==> src/rtl/core/casp_pkg.sv <==
// Shared types and constants for the client affinity slot pool.
package casp_pkg;

	localparam int unsigned POOL_SLOTS_DEF = 16;
	localparam int unsigned ADDR_W         = 64;
	localparam int unsigned CNT_W          = 32;
	localparam int unsigned TIME_W         = 32;
	localparam int unsigned IDX_IN_W       = 8;
	localparam int unsigned RECL_W         = 9;

	localparam logic [CNT_W-1:0]  COUNT_MAX   = 32'hffff_ffff;
	localparam logic [TIME_W-1:0] TIMEOUT_RST = 32'd600;

	typedef logic [2:0] op_t;
	localparam op_t OP_REQUEST = 3'd0;
	localparam op_t OP_RELEASE = 3'd1;
	localparam op_t OP_TAINT   = 3'd2;
	localparam op_t OP_TICK    = 3'd3;
	localparam op_t OP_SWEEP   = 3'd4;

	typedef enum logic [1:0] {
		ST_CLEAN_IDLE = 2'd0,
		ST_CLEAN_CONN = 2'd1,
		ST_TAINT_CONN = 2'd2,
		ST_TAINT_IDLE = 2'd3
	} slot_st_t;

	typedef struct packed {
		slot_st_t            state;
		logic [CNT_W-1:0]    count;
		logic [ADDR_W-1:0]   addr_high;
		logic [ADDR_W-1:0]   addr_low;
		logic [TIME_W-1:0]   rel_time;
	} slot_t;

	typedef enum logic [2:0] {
		WR_NONE  = 3'd0,
		WR_HIT   = 3'd1,
		WR_CLAIM = 3'd2,
		WR_REL   = 3'd3,
		WR_TAINT = 3'd4,
		WR_SWEEP = 3'd5
	} wr_kind_t;

	typedef struct packed {
		logic     load;
		logic     tick;
		logic     rd;
		logic     advance;
		logic     note_free;
		wr_kind_t wr;
		logic     set_ok;
		logic     set_fail;
		logic     push;
	} ctrl_cmd_t;

	typedef struct packed {
		op_t  op;
		logic idx_ok;
		logic hit;
		logic clean;
		logic free_found;
		logic last;
		logic expired;
		logic rel_ok;
		logic taint_ok;
		logic out_free;
	} ctrl_sts_t;

endpackage

==> src/rtl/core/casp_ram.sv <==
// Generic single-port-write, registered-read RAM.
module casp_ram #(
	parameter int unsigned WIDTH = 8,
	parameter int unsigned DEPTH = 16
) (
	input  logic                                    clk,
	input  logic                                    we,
	input  logic [(DEPTH > 1 ? $clog2(DEPTH) : 1)-1:0] waddr,
	input  logic [WIDTH-1:0]                        wdata,
	input  logic                                    re,
	input  logic [(DEPTH > 1 ? $clog2(DEPTH) : 1)-1:0] raddr,
	output logic [WIDTH-1:0]                        rdata
);
	logic [WIDTH-1:0] mem_q [DEPTH];

	always_ff @(posedge clk) begin
		if (we) begin
			mem_q[waddr] <= wdata;
		end
		if (re) begin
			rdata <= mem_q[raddr];
		end
	end
endmodule

==> src/rtl/core/casp_ctrl.sv <==
// Sequencing state machine for the slot pool.
module casp_ctrl (
	input  logic                clk,
	input  logic                arst_n,
	input  logic                s_tvalid,
	output logic                s_tready,
	input  casp_pkg::ctrl_sts_t sts,
	output casp_pkg::ctrl_cmd_t cmd
);
	import casp_pkg::*;

	typedef enum logic [5:0] {
		S_IDLE   = 6'b000001,
		S_DECODE = 6'b000010,
		S_READ   = 6'b000100,
		S_EVAL   = 6'b001000,
		S_CLAIM  = 6'b010000,
		S_DONE   = 6'b100000
	} state_t;

	state_t state_q, state_d;

	assign s_tready = (state_q == S_IDLE);

	always_comb begin
		state_d = state_q;
		cmd     = '0;
		cmd.wr  = WR_NONE;
		case (state_q)
			S_IDLE: begin
				if (s_tvalid) begin
					cmd.load = 1'b1;
					state_d  = S_DECODE;
				end
			end
			S_DECODE: begin
				case (sts.op)
					OP_TICK: begin
						cmd.tick   = 1'b1;
						cmd.set_ok = 1'b1;
						state_d    = S_DONE;
					end
					OP_REQUEST, OP_SWEEP: begin
						state_d = S_READ;
					end
					OP_RELEASE, OP_TAINT: begin
						if (sts.idx_ok) begin
							state_d = S_READ;
						end else begin
							cmd.set_fail = 1'b1;
							state_d      = S_DONE;
						end
					end
					default: begin
						cmd.set_fail = 1'b1;
						state_d      = S_DONE;
					end
				endcase
			end
			S_READ: begin
				cmd.rd  = 1'b1;
				state_d = S_EVAL;
			end
			S_EVAL: begin
				case (sts.op)
					OP_REQUEST: begin
						if (sts.hit) begin
							cmd.wr     = WR_HIT;
							cmd.set_ok = 1'b1;
							state_d    = S_DONE;
						end else begin
							cmd.note_free = sts.clean && !sts.free_found;
							if (!sts.last) begin
								cmd.advance = 1'b1;
								state_d     = S_READ;
							end else if (sts.free_found || sts.clean) begin
								state_d = S_CLAIM;
							end else begin
								cmd.set_fail = 1'b1;
								state_d      = S_DONE;
							end
						end
					end
					OP_RELEASE: begin
						if (sts.rel_ok) begin
							cmd.wr     = WR_REL;
							cmd.set_ok = 1'b1;
						end else begin
							cmd.set_fail = 1'b1;
						end
						state_d = S_DONE;
					end
					OP_TAINT: begin
						if (sts.taint_ok) begin
							cmd.wr     = WR_TAINT;
							cmd.set_ok = 1'b1;
						end else begin
							cmd.set_fail = 1'b1;
						end
						state_d = S_DONE;
					end
					OP_SWEEP: begin
						if (sts.expired) begin
							cmd.wr = WR_SWEEP;
						end
						if (sts.last) begin
							cmd.set_ok = 1'b1;
							state_d    = S_DONE;
						end else begin
							cmd.advance = 1'b1;
							state_d     = S_READ;
						end
					end
					default: begin
						cmd.set_fail = 1'b1;
						state_d      = S_DONE;
					end
				endcase
			end
			S_CLAIM: begin
				cmd.wr     = WR_CLAIM;
				cmd.set_ok = 1'b1;
				state_d    = S_DONE;
			end
			S_DONE: begin
				if (sts.out_free) begin
					cmd.push = 1'b1;
					state_d  = S_IDLE;
				end
			end
			default: begin
				state_d = S_IDLE;
			end
		endcase
	end

	always_ff @(posedge clk or negedge arst_n) begin
		if (!arst_n) begin
			state_q <= S_IDLE;
		end else begin
			state_q <= state_d;
		end
	end

	a_eval_after_read: assert property (@(posedge clk) disable iff (!arst_n)
		(state_q == S_EVAL) |-> ($past(state_q) == S_READ))
		else $error("evaluation without a preceding read");

	a_claim_after_eval: assert property (@(posedge clk) disable iff (!arst_n)
		(state_q == S_CLAIM) |-> ($past(state_q) == S_EVAL) && sts.free_found)
		else $error("claim without a free slot noted");
endmodule

==> src/rtl/core/casp_dp.sv <==
// Slot store, comparators, counters and result register for the slot pool.
module casp_dp #(
	parameter int unsigned POOL_SLOTS = casp_pkg::POOL_SLOTS_DEF
) (
	input  logic                              clk,
	input  logic                              arst_n,
	input  casp_pkg::ctrl_cmd_t               cmd,
	output casp_pkg::ctrl_sts_t               sts,
	input  casp_pkg::op_t                     in_op,
	input  logic [casp_pkg::ADDR_W-1:0]       in_addr_high,
	input  logic [casp_pkg::ADDR_W-1:0]       in_addr_low,
	input  logic [casp_pkg::IDX_IN_W-1:0]     in_slot_index,
	input  logic                              cfg_we,
	input  logic [casp_pkg::TIME_W-1:0]       cfg_wdata,
	output logic                              out_valid,
	input  logic                              out_ready,
	output logic                              out_status,
	output logic [casp_pkg::IDX_IN_W-1:0]     out_granted,
	output logic [casp_pkg::RECL_W-1:0]       out_reclaimed
);
	import casp_pkg::*;

	localparam int unsigned IDX_W = (POOL_SLOTS > 1) ? $clog2(POOL_SLOTS) : 1;
	localparam int unsigned SLOT_W = $bits(slot_t);

	op_t                 op_q;
	logic [ADDR_W-1:0]   hi_q, lo_q;
	logic [IDX_IN_W-1:0] idx_q;
	logic [IDX_W-1:0]    cursor_q;
	logic [IDX_W-1:0]    free_idx_q;
	logic [TIME_W-1:0]   free_rel_q;
	logic                free_found_q;
	logic [TIME_W-1:0]   time_q;
	logic [TIME_W-1:0]   timeout_q;
	logic [POOL_SLOTS-1:0] vld_q;
	logic                rd_vld_q;
	logic                res_status_q;
	logic [IDX_IN_W-1:0] res_granted_q;
	logic [RECL_W-1:0]   res_count_q;
	logic                out_valid_q;
	logic                out_status_q;
	logic [IDX_IN_W-1:0] out_granted_q;
	logic [RECL_W-1:0]   out_count_q;

	logic [SLOT_W-1:0]   rdata;
	slot_t               slot;
	slot_t               wslot;
	logic                we;
	logic [IDX_W-1:0]    waddr;
	logic                same;
	logic                conn;
	logic [TIME_W-1:0]   idle_time;

	casp_ram #(
		.WIDTH(SLOT_W),
		.DEPTH(POOL_SLOTS)
	) u_ram (
		.clk  (clk),
		.we   (we),
		.waddr(waddr),
		.wdata(wslot),
		.re   (cmd.rd),
		.raddr(cursor_q),
		.rdata(rdata)
	);

	assign slot      = rd_vld_q ? slot_t'(rdata) : slot_t'('0);
	assign same      = (slot.addr_high == hi_q) && (slot.addr_low == lo_q);
	assign conn      = (slot.state == ST_CLEAN_CONN) || (slot.state == ST_TAINT_CONN);
	assign idle_time = time_q - slot.rel_time;

	always_comb begin
		sts            = '0;
		sts.op         = op_q;
		sts.idx_ok     = ({1'b0, idx_q} < (IDX_IN_W + 1)'(POOL_SLOTS));
		sts.hit        = same && ((conn && (slot.count != COUNT_MAX)) ||
		                          (slot.state == ST_TAINT_IDLE));
		sts.clean      = (slot.state == ST_CLEAN_IDLE);
		sts.free_found = free_found_q;
		sts.last       = (cursor_q == IDX_W'(POOL_SLOTS - 1));
		sts.expired    = (slot.state == ST_TAINT_IDLE) && (idle_time > timeout_q);
		sts.rel_ok     = conn && (slot.count != '0);
		sts.taint_ok   = (slot.state != ST_CLEAN_IDLE);
		sts.out_free   = !out_valid_q || out_ready;
	end

	always_comb begin
		wslot = slot;
		we    = 1'b1;
		waddr = cursor_q;
		case (cmd.wr)
			WR_HIT: begin
				if (slot.state == ST_TAINT_IDLE) begin
					wslot.state = ST_TAINT_CONN;
					wslot.count = CNT_W'(1);
				end else begin
					wslot.count = slot.count + CNT_W'(1);
				end
			end
			WR_CLAIM: begin
				waddr           = free_idx_q;
				wslot.state     = ST_CLEAN_CONN;
				wslot.count     = CNT_W'(1);
				wslot.addr_high = hi_q;
				wslot.addr_low  = lo_q;
				wslot.rel_time  = free_rel_q;
			end
			WR_REL: begin
				wslot.count    = slot.count - CNT_W'(1);
				wslot.rel_time = time_q;
				if (slot.count == CNT_W'(1)) begin
					wslot.state = (slot.state == ST_CLEAN_CONN) ? ST_CLEAN_IDLE
					                                            : ST_TAINT_IDLE;
				end
			end
			WR_TAINT: begin
				wslot.state = ST_TAINT_CONN;
			end
			WR_SWEEP: begin
				wslot.state = ST_CLEAN_IDLE;
			end
			default: begin
				we = 1'b0;
			end
		endcase
	end

	always_ff @(posedge clk) begin
		if (cmd.load) begin
			op_q  <= in_op;
			hi_q  <= in_addr_high;
			lo_q  <= in_addr_low;
			idx_q <= in_slot_index;
		end
		if (cmd.note_free) begin
			free_idx_q <= cursor_q;
			free_rel_q <= slot.rel_time;
		end
		if (cmd.push) begin
			out_status_q  <= res_status_q;
			out_granted_q <= res_granted_q;
			out_count_q   <= res_count_q;
		end
	end

	always_ff @(posedge clk or negedge arst_n) begin
		if (!arst_n) begin
			cursor_q      <= '0;
			free_found_q  <= 1'b0;
			time_q        <= '0;
			timeout_q     <= TIMEOUT_RST;
			vld_q         <= '0;
			rd_vld_q      <= 1'b0;
			res_status_q  <= 1'b0;
			res_granted_q <= '0;
			res_count_q   <= '0;
			out_valid_q   <= 1'b0;
		end else begin
			if (cfg_we) begin
				timeout_q <= cfg_wdata;
			end
			if (cmd.tick) begin
				time_q <= time_q + TIME_W'(1);
			end
			if (cmd.load) begin
				cursor_q      <= ((in_op == OP_RELEASE) || (in_op == OP_TAINT)) ?
				                 in_slot_index[IDX_W-1:0] : '0;
				free_found_q  <= 1'b0;
				res_status_q  <= 1'b0;
				res_granted_q <= '0;
				res_count_q   <= '0;
			end else if (cmd.advance) begin
				cursor_q <= cursor_q + IDX_W'(1);
			end
			if (cmd.note_free) begin
				free_found_q <= 1'b1;
			end
			if (cmd.rd) begin
				rd_vld_q <= vld_q[cursor_q];
			end
			if (we) begin
				vld_q[waddr] <= 1'b1;
			end
			if (cmd.wr == WR_HIT) begin
				res_granted_q <= IDX_IN_W'(cursor_q);
			end else if (cmd.wr == WR_CLAIM) begin
				res_granted_q <= IDX_IN_W'(free_idx_q);
			end
			if (cmd.wr == WR_SWEEP) begin
				res_count_q <= res_count_q + RECL_W'(1);
			end
			if (cmd.set_ok) begin
				res_status_q <= 1'b0;
			end else if (cmd.set_fail) begin
				res_status_q <= 1'b1;
			end
			if (cmd.push) begin
				out_valid_q <= 1'b1;
			end else if (out_ready) begin
				out_valid_q <= 1'b0;
			end
		end
	end

	assign out_valid     = out_valid_q;
	assign out_status    = out_status_q;
	assign out_granted   = out_granted_q;
	assign out_reclaimed = out_count_q;

	a_push_when_free: assert property (@(posedge clk) disable iff (!arst_n)
		cmd.push |-> (!out_valid_q || out_ready))
		else $error("result pushed over an untaken word");

	a_count_bound: assert property (@(posedge clk) disable iff (!arst_n)
		res_count_q <= RECL_W'(POOL_SLOTS))
		else $error("reclaimed count beyond pool size");

	a_grant_in_pool: assert property (@(posedge clk) disable iff (!arst_n)
		(cmd.wr == WR_HIT || cmd.wr == WR_CLAIM) |=> res_granted_q < IDX_IN_W'(POOL_SLOTS)
		|| POOL_SLOTS > 255)
		else $error("granted slot beyond pool size");
endmodule

==> src/rtl/core/client_affinity_slot_pool_core.sv <==
// Top level of the client affinity slot pool.
//
// Input words arrive on the s_ stream, one operation each: request, release,
// mark tainted, tick or sweep. Every input word yields exactly one result word
// on the m_ stream with status, granted slot and reclaimed count.
// The pool is walked one slot at a time through a single slot RAM with a
// registered read: each slot is read in S_READ and evaluated in S_EVAL.
// A request walks the pool until a hit or the last slot, then goes through
// S_CLAIM when a clean slot is claimed; a sweep walks every slot; release
// and mark tainted read at most the indexed slot; tick and unknown operations
// read no slot. s_tready returns once the result has been pushed.
// Reset clears all slots to clean idle with zero contents, time to zero and
// the idle timeout to 600; no clearing pass is needed.
// The result sits in an output register; the next word is accepted and
// processed while it waits, and that word's result is held back until
// m_tready takes the earlier one.
// cfg_we writes the idle timeout; write it only while the block is idle.
module client_affinity_slot_pool_core #(
	parameter int unsigned POOL_SLOTS = casp_pkg::POOL_SLOTS_DEF
) (
	input  logic         clk,
	input  logic         arst_n,
	input  logic         s_tvalid,
	output logic         s_tready,
	// operation[2:0], client_addr_high[66:3], client_addr_low[130:67],
	// slot_index[138:131], zero fill
	input  logic [143:0] s_tdata,
	output logic         m_tvalid,
	input  logic         m_tready,
	// status[0], granted_slot[8:1], reclaimed_count[17:9], zero fill
	output logic [23:0]  m_tdata,
	input  logic         cfg_we,
	input  logic [31:0]  cfg_wdata
);
	import casp_pkg::*;

	ctrl_cmd_t           cmd;
	ctrl_sts_t           sts;
	logic                out_status;
	logic [IDX_IN_W-1:0] out_granted;
	logic [RECL_W-1:0]   out_reclaimed;

	casp_ctrl u_ctrl (
		.clk     (clk),
		.arst_n  (arst_n),
		.s_tvalid(s_tvalid),
		.s_tready(s_tready),
		.sts     (sts),
		.cmd     (cmd)
	);

	casp_dp #(
		.POOL_SLOTS(POOL_SLOTS)
	) u_dp (
		.clk          (clk),
		.arst_n       (arst_n),
		.cmd          (cmd),
		.sts          (sts),
		.in_op        (s_tdata[2:0]),
		.in_addr_high (s_tdata[66:3]),
		.in_addr_low  (s_tdata[130:67]),
		.in_slot_index(s_tdata[138:131]),
		.cfg_we       (cfg_we),
		.cfg_wdata    (cfg_wdata),
		.out_valid    (m_tvalid),
		.out_ready    (m_tready),
		.out_status   (out_status),
		.out_granted  (out_granted),
		.out_reclaimed(out_reclaimed)
	);

	assign m_tdata = {6'd0, out_reclaimed, out_granted, out_status};
endmodule
==> config.mk <==
export PLATFORM = sky130hd
export DESIGN_NAME = client_affinity_slot_pool_core
export DESIGN_NICKNAME = d
export VERILOG_FILES = /design/src/rtl/core/casp_pkg.sv /design/src/rtl/core/casp_ram.sv /design/src/rtl/core/casp_ctrl.sv /design/src/rtl/core/casp_dp.sv /design/src/rtl/core/client_affinity_slot_pool_core.sv
export SDC_FILE = /design/constraint.sdc
export NUM_CORES = 2
export LEC_CHECK = 0
export BUFFER_PORTS_ARGS = -buffer_cell sky130_fd_sc_hd__buf_2
export CORE_MARGIN = 2
export CORE_UTILIZATION = 63
export DETAILED_ROUTE_END_ITERATION = 12
export HOLD_SLACK_MARGIN = 0.05
export PLACE_DENSITY = 0.8
export SETUP_SLACK_MARGIN = 0.3
export SYNTH_ARGS = -nofsm -noshare
export SYNTH_HDL_FRONTEND = slang
export SYNTH_SLANG_ARGS = --single-unit
==> constraint.sdc <==
create_clock -name clk -period 22.9 [get_ports clk]
set_input_delay 3.435 -clock clk [delete_from_list [all_inputs] [get_ports clk]]
set_output_delay 3.435 -clock clk [all_outputs]
set_load 0.1 [all_outputs]
==> results_dict.tcl <==
set metrics [dict create \
    port-buffer-count 191 \
    power_leakage_uw 0.0443 \
    post-route-period-util_pct 45.6 \
    cts.path.max_buffers 4 \
    reg2reg_slack_ns 12.45 \
    drv_slew 0 \
    ios 207 \
    total_power_uw 15200 \
    start_util_pct 63.4 \
    status "complete, no violations" \
    via_count 76680 \
    irDropWorstVdd_mv 0.132 \
    synth_common_cells "3483 x edfxtp_1, 975 x mux4_2, 436 x nand2_1, 254 x clkbuf_1, 194 x o21ai_0" \
    syn_inst 6963 \
    antenna_found_initial 30 \
    numCtsBuffers 358 \
    rows 174 \
    wl_per_cell_um 35.0 \
    cts-hold-fix-buffers 0 \
    drtIter0Drc 12491 \
    crit_required_ns 23.46 \
    tightest_slew_ns 1.48 \
    synth_area_leaders "edfxtp_1 73%, mux4_2 15%, dfrtp_1 1.8%, nand2_1 1.1%, o21ai_0 0.68%" \
    drc_errors 0 \
    fillers 12207 \
    final_hold_viol_count 0 \
    die_width_um 480 \
    crit_fanout 136 \
    place_hpwl_mm 174 \
    fmax_mhz 95.7 \
    root_buffer "clkbuf_16" \
    track_usage_pct 32.2 \
    syn_avg_cell_area_um2 20.5 \
    post-cts-setup-buffers 0 \
    synth_enable_flop_cells 3483 \
    start_kind "register" \
    vias_per_cell 7.25 \
    gp_congestion 0.855 \
    cap_violations 0 \
    yosys.area.top_type "edfxtp_1" \
    tritoncts "done" \
    power.density_nw_per_um2 95.5 \
    grt-ovfl-total 0 \
    grt_pass1_vias 77309 \
    yosysTopAreaCellShare_pct 73.3 \
    synthesis.area_um2 143000 \
    synthDistinctLibCells 88 \
    die_area_um2 230000 \
    wirelength_mm 370 \
    arrival_ns 11.00 \
    ys_ff_latch 3590 \
    core_area_um2 225000 \
    die_y_um 480 \
    r2r_cells 16 \
    async_flop_share_pct 2.98 \
    min_period_ns 10.45 \
    synthFlopType "edfxtp_1" \
    hp-class "register to register" \
    post_cts_resized 0 \
    synth-warning-count 0 \
    fin_skew_ns 0.115 \
    final_nets 7565 \
    numClockSinks 3590 \
    first_pass_iters 9 \
    area_growth_pct 11.4 \
    relSlewSlack_pct 1.06 \
    setup-tns-final_ns 0 \
    clk_pin_slew_ns 0.06 \
    clk_latency_ns 0.99 \
    worst-setup-path-type "register to register" \
    grt_max_degree 168 \
    drtAntennaViolNets 0 \
    grt_pass1_wl_mm 534 \
    yosysMostFrequentCell "edfxtp_1" \
    end_kind "register" \
    timing.rr.end "u_dp.u_ram.mem_q[11][104]$_DFFE_PP_" \
    critPathCapture "u_dp.u_ram.mem_q[11][104]$_DFFE_PP_" \
    rsz0062_at_grt "false" \
    reg2reg_from "u_dp.rd_vld_q$_DFFE_PN0P_" \
    setup_viol 0 \
    critPathLaunch "u_dp.rd_vld_q$_DFFE_PN0P_" \
    htreeDepth 5 \
    drive_gt1_share_pct 25.0 \
    yosysSeqAreaShare_pct 75.2 \
]
area by class of cell:
cell class | instances | area (µm²) | share of cell area, %
Antenna cell | 12 | 30.0 | 0.0189
Clock inverter | 208 | 2160 | 1.36
Timing Repair Buffer | 339 | 2390 | 1.50
Multi-Input combinational cell | 2906 | 33700 | 21.2
Tap cell | 2992 | 3740 | 2.35
Sequential cell | 3590 | 107000 | 67.5
Inverter | 113 | 429 | 0.270
Clock buffer | 418 | 9280 | 5.83
per-layer routing:
metal  vias to the layer above  global-route usage [%]  part of all wire (%)
met4                        26                    12.9                   4.4
met5                         -                       0                 0.042
met3                      1173                    7.09                    12
met2                      6589                    51.7                    49
li1                      29591                       -                     -
met1                     39301                    43.9                    34
how the worst min path moves through the flow:
| stage | slack, ns | cells after the start | end | start |
|---|---|---|---|---|
| 2_1_floorplan | 0.42 | 0 | u_dp.free_idx_q[2]$_DFFE_PP_ | u_dp.cursor_q[2]$_DFFE_PN0P_ |
| 3_3_place_gp | 0.44 | 1 | u_dp.vld_q[3]$_DFFE_PN0N_ | u_dp.vld_q[3]$_DFFE_PN0N_ |
| 3_5_place_dp | 0.45 | 1 | u_dp.vld_q[11]$_DFFE_PN0N_ | u_dp.vld_q[11]$_DFFE_PN0N_ |
| 4_1_cts | 0.46 | 1 | u_dp.vld_q[11]$_DFFE_PN0N_ | u_dp.vld_q[11]$_DFFE_PN0N_ |
| 5_1_grt | 0.48 | 1 | u_dp.vld_q[3]$_DFFE_PN0N_ | u_dp.vld_q[3]$_DFFE_PN0N_ |
| 6_report | 0.46 | 1 | u_dp.vld_q[11]$_DFFE_PN0N_ | u_dp.vld_q[11]$_DFFE_PN0N_ |
flip-flops by register name, summed over array words and instances, names as in the netlist:
register	count
u_dp.u_ram.mem_q	3104
u_dp.rd_vld_q	1
u_dp.res_granted_q	4
u_dp.out_status	1
u_dp.free_idx_q	4
u_dp.lo_q	64
u_dp.op_q	3
u_dp.hi_q	64
u_dp.cursor_q	4
u_dp.res_count_q	9
u_dp.free_found_q	1
u_dp.idx_q	4
u_dp.out_valid	1
u_dp.timeout_q	32
u_dp.out_reclaimed	9
u_dp.free_rel_q	32
u_dp.u_ram.rdata	194
u_dp.res_status_q	1
u_dp.time_q	32
u_dp.out_granted	4
u_ctrl.state_q	6
u_dp.vld_q	16
critical path, stage by stage (launching register included):
cell and delay [ns]:
dfrtp_4 0.77, buf_4 0.64, buf_12 0.58, buf_4 0.74
nand4b_1 0.19, o22ai_1 0.26, o22ai_1 0.21, nor4_1 0.80
nand4_1 0.87, nor4_2 0.41, buf_4 0.29, o21ai_1 0.29
and3_1 0.57, nor3_2 0.37, buf_12 0.60, buf_4 0.99
buf_4 0.92
cells in the final DEF (no fill, tap or decap), drive strengths merged, types with 70 or more instances in the layout:
cell type     n
nor2        122
ha           75
inv         125
o22ai        70
clkbuf      418
mux4        975
nor3         92
buf         339
o21a         76
a21oi        93
o21ai       198
dfrtp       102
nand2       437
xnor2        82
nand3       180
clkinv      135
edfxtp     3483
power by group:
group	total, µW	internal (µW)	switching [µW]
Combinational	1940	907	1030
Sequential	7410	7260	148
Clock	5850	3380	2470
through the flow:
step | cell area (µm²) | utilization, % | cells | worst slack, ns | hold slack [ns]
after global placement | 148000 | 65.6 | 9936 | 13.11 | 0.443
after detailed placement | 148000 | 65.6 | 9936 | 12.90 | 0.451
after global routing | 159000 | 70.7 | 10570 | 12.27 | 0.476
after floorplan | 143000 | - | 6972 | 3.00 | 0.423
after CTS | 159000 | 70.7 | 10562 | 12.83 | 0.465
final | 159000 | 70.7 | 10578 | 12.45 | 0.460
kinds of logic after synthesis:
kind of cell	share of synthesized area, %
other cells	0.00263
flops	75.2
fa+ha+maj	0.679
xor+xnor	0.865
simple gates	3.59
mux	15.4
compound gates	2.95
buf+inv	1.31
No activity file was read; power rests on OpenSTA's default activity.
